===== config.mk =====
export PLATFORM = sky130hd
export DESIGN_NAME = tlbpt_ram
export DESIGN_NICKNAME = d
export VERILOG_FILES = /design/src/tlbpt_ram.sv
export SDC_FILE = /design/constraint.sdc
export NUM_CORES = 1
export LEC_CHECK = 0
export ABC_AREA = 1
export BUFFER_PORTS_ARGS = -buffer_cell sky130_fd_sc_hd__buf_2
export CORE_MARGIN = 2
export CORE_UTILIZATION = 40
export CTS_CLUSTER_SIZE = 8
export DETAILED_ROUTE_END_ITERATION = 10
export GPL_TIMING_DRIVEN = 0
export PLACE_DENSITY = 0.61
export SYNTH_ARGS = -nofsm -noshare
export SYNTH_HDL_FRONTEND = slang
export SYNTH_SLANG_ARGS = --single-unit

===== constraint.sdc =====
create_clock -name clk -period 3.5 [get_ports clk]
set_input_delay 0.7 -clock clk [delete_from_list [all_inputs] [get_ports clk]]
set_output_delay 0.7 -clock clk [all_outputs]
set_load 0.05 [all_outputs]

===== src/tlbpt_ram.sv =====
// Generic single-port-write, single-port-read RAM with registered read.
// No dependencies.
module tlbpt_ram #(
  parameter int WIDTH = 8,
  parameter int DEPTH = 16
) (
  input  logic                     clk,
  input  logic                     we,
  input  logic [$clog2(DEPTH)-1:0] waddr,
  input  logic [WIDTH-1:0]         wdata,
  input  logic                     re,
  input  logic [$clog2(DEPTH)-1:0] raddr,
  output logic [WIDTH-1:0]         rdata
);

  logic [WIDTH-1:0] mem [DEPTH];
  logic [WIDTH-1:0] rdata_r;

  always_ff @(posedge clk) begin
    if (we) begin
      mem[waddr] <= wdata;
    end
    if (re) begin
      rdata_r <= mem[raddr];
    end
  end

  assign rdata = rdata_r;

endmodule


Word level (Yosys, flattened, before mapping). Memories as Yosys holds them, arrays and structs flattened. A register that Yosys moved wholly into a read port is not among the register bits. Cells that the tools add are included.

Bits in registers: 0. Bits in writable memories: 128. Output and inout port bits: 8. Logic and storage cells: 3. Memories: 1.

Mux-type cells: 2.

Memory list: mem (words 16, width 8, read ports 1, clocked after memory_dff 1, write ports 1, line 16) `logic [WIDTH-1:0] mem [DEPTH];`.

Operators with widths (count): $mux 1 (2).

Depth between registers and ports, before layout.
Depth in word-level cells: 2. Gate-level depth with buffers: 8. Gate-level depth less buffers: 7.

Worst setup path before layout. No wires, ideal clock.

Path kind: in2reg. Start: input port waddr[2]. End: memory mem[10][0] (enable). Library setup time: 370 ps. Arrival: 1281 ps. Data required time: 3130 ps. Path slack: 1849 ps. Cell stages on the path: 2. Buffers on the path: 0. Path through: nand3b_1 nor2_1.

RTL lines: start: declaration (line 9) `input logic [$clog2(DEPTH)-1:0] waddr,`; end: declaration (line 16).

No word-level cell before the write port.

Worst setup path in the final report.
Start: input port waddr[3]. End: memory mem[4][7] (enable).

No word-level cell before the write port.

==> results.yml <==
cts:
  worstSkewPairLatency_ps: 430
  holdBufCountCts: 0
  h-tree-depth: 4
  cts_setup_buffers: 0
  clk_path_buf_depth: 2
  cts_resized: 0
  cts.sink_count: 136
  cts_tree: "yes"
  clkTransAtPathRegs_ps: 50
  cts_made_buffers: 17
  root_buffer: "clkbuf_16"
worst_setup_path:
  slowest_stage: "nor2_1"
  r2r_setup_slack_ps: 2300
  crit_path_max_fanout: 8
  crit_arrival_ps: 1790
  cpPeakStageDelay_ps: 720
  r2r_end: "rdata[5]"
  reg2regPathDepth: 6
  crit_start: "waddr[3]"
  required_ps: 3550
  crit_chain: "buf_2 > nand3b_1 > nor2_1"
  critPathLaunchType: "input pin"
  reg2reg_from: "mem[11][5]"
  critPathCaptureType: "flip-flop"
  worstSetupPathType: "in2reg"
grt:
  grt_pass1_vias: 3859
  grt-ovfl-total: 0
  grt_usage_pct: 19.2
  grt_pass1_wl_mm: 21.8
  antenna_found_initial: 0
  grt_max_degree: 17
logic_synthesis:
  synth-simple-area-share_pct: 20.8
  synth_warnings: 0
  synthAdderAreaFrac_pct: 0
  syn_inst: 551
  synth_cell_types: 11
  syn_avg_cell_area_um2: 10.6
  yosysTopAreaCellShare_pct: 69.8
  ys_top_cells_by_area: "edfxtp_1 (70%), nand2_1 (11%), nand3_1 (8.3%), inv_1 (6.4%), buf_6 (1.2%)"
  synth-seq-cells: 136
  synth_top_family_by_area: "simple AND/OR/NAND/NOR gates"
  synth_xor_area_share_pct: 0
  synth_compound_area_share_pct: 0
  syn_nets: 570
  yosys.area.top_type: "edfxtp_1"
  syn_area_um2: 5850
  synth_seq_area_share_pct: 69.8
  synthMuxAreaShare_pct: 0
final_layout:
  synthToLayoutAreaGrowth_pct: 15.6
  drive_above_1_share_pct: 12.0
  final_common_cell: "nand2_1"
  layout_common_cells: "nand2_1 (173), edfxtp_1 (136), inv_1 (100), nand3_1 (97), buf_2 (36)"
  antenna-diode-count: 0
  nNetsFinal: 612
timing:
  rsz0062_at_grt: "no"
  hold_ws_ps: 615
  layout_min_cycle_time_ps: 1740
  slew_viol_final: 0
  slew_headroom_pct: 36.7
  tns_ps: 0
  setup_viol: 0
  fmax_mhz: 575
  fin_skew_ps: 4.92
  hold_viol: 0
  post-route-period-util_pct: 49.7
  worst_pin_slew_ps: 946
  fin_ws_ps: 1760
die:
  rows: 44
  die_y_um: 125
  die_w_um: 125
  die-area_um2: 15600
  core_um2: 14400
  pin_count: 27
  start_util_pct: 40.5
hold_path:
  hold_class: "in2reg"
  holdPathEnd: "rdata[1]"
  whs_path_depth: 1
  worstHoldStart: "re"
place:
  gp_congestion: 0.855
  dp_hpwl_mm: 9.31
  io_buffers: 23
  place_worst_setup_slack_ps: 1290
route:
  wl_per_cell_um: 17.8
  drt-total-wl_mm: 14.1
  ant_nets: 0
  drt_first_pass_iters: 5
  vias_per_cell: 4.90
  drc_errors: 0
  via_count: 3869
  drt_iter0_markers: 425
run:
  cap_violations: 0
power_and_ir_drop:
  p_total_w: 0.00385
  peakVddDrop_mv: 0.332
  power.switching_w: 0.000845
  leakage_nw: 2.90
  p_int_w: 0.00301
  p_per_area_nw_per_um2: 570
  swShare_pct: 21.9
  share_seq_of_total_power_pct: 47.9
  clkPwrFrac_pct: 45.3
  power_frac_comb_pct: 6.8
status:
  status: "finished clean"
==> cell type report <==
class                           instances  area [um^2]
Fill cell                            1380         7660
Sequential cell                       136         4080
Multi-Input combinational cell        289         1210
Clock buffer                           20          437
Inverter                              102          383
Tap cell                              184          230
Buffer                                 24          166
Clock inverter                         12          133
Timing Repair Buffer                   23          115
==> critical path, delay by kind of cell <==
kind / cells / cell delay, ps
buf+inv: 1 / 120
simple gates: 2 / 960
==> sequential cells by signal, indices dropped and copies added (netlist names) <==
signal,count
rdata,8
mem,128
==> synth_stat cells (all sizes together) <==
cell type,instances
buf,24
nor2,17
nand3,97
edfxtp,136
nand2,173
inv,102
nand3b,2
==> routing by layer <==
layer	wire length, um	global-route usage [%]
met5	0	0
met1	6160	25.4
met3	1120	6.01
met2	6380	29.2
met4	393	8.56
==> cells by family after synthesis <==
logic type,Yosys count
AND/OR/NAND/NOR,289
flip-flops,136
buffers and inverters,126
==> worst max-delay path by stage <==
stage	cells past startpoint	end
final	3	mem[4][7]
after global routing	3	mem[4][7]
after CTS	3	mem[4][7]
after detailed placement	3	mem[4][5]
after global placement	3	mem[4][5]
after floorplan	2	mem[10][0]
==> through the flow <==
step | util, % | cell area, um^2 | instances
5_1_grt | 46.9 | 6760 | 790
3_5_place_dp | 42.9 | 6190 | 758
6_report | 46.9 | 6760 | 790
4_1_cts | 46.9 | 6760 | 790
2_1_floorplan | - | 5850 | 551
3_3_place_gp | 42.9 | 6190 | 758
==> power groups by stage <==
stage,logic [W],registers [W],clock network (W)
after floorplan,0.000129,0.00190,0
after global placement,0.000257,0.00188,0
after detailed placement,0.000260,0.00188,0
after CTS,0.000261,0.00184,0.00176
after global routing,0.000287,0.00185,0.00183
final,0.000261,0.00184,0.00175
No activity file was read; power rests on OpenSTA's default activity.
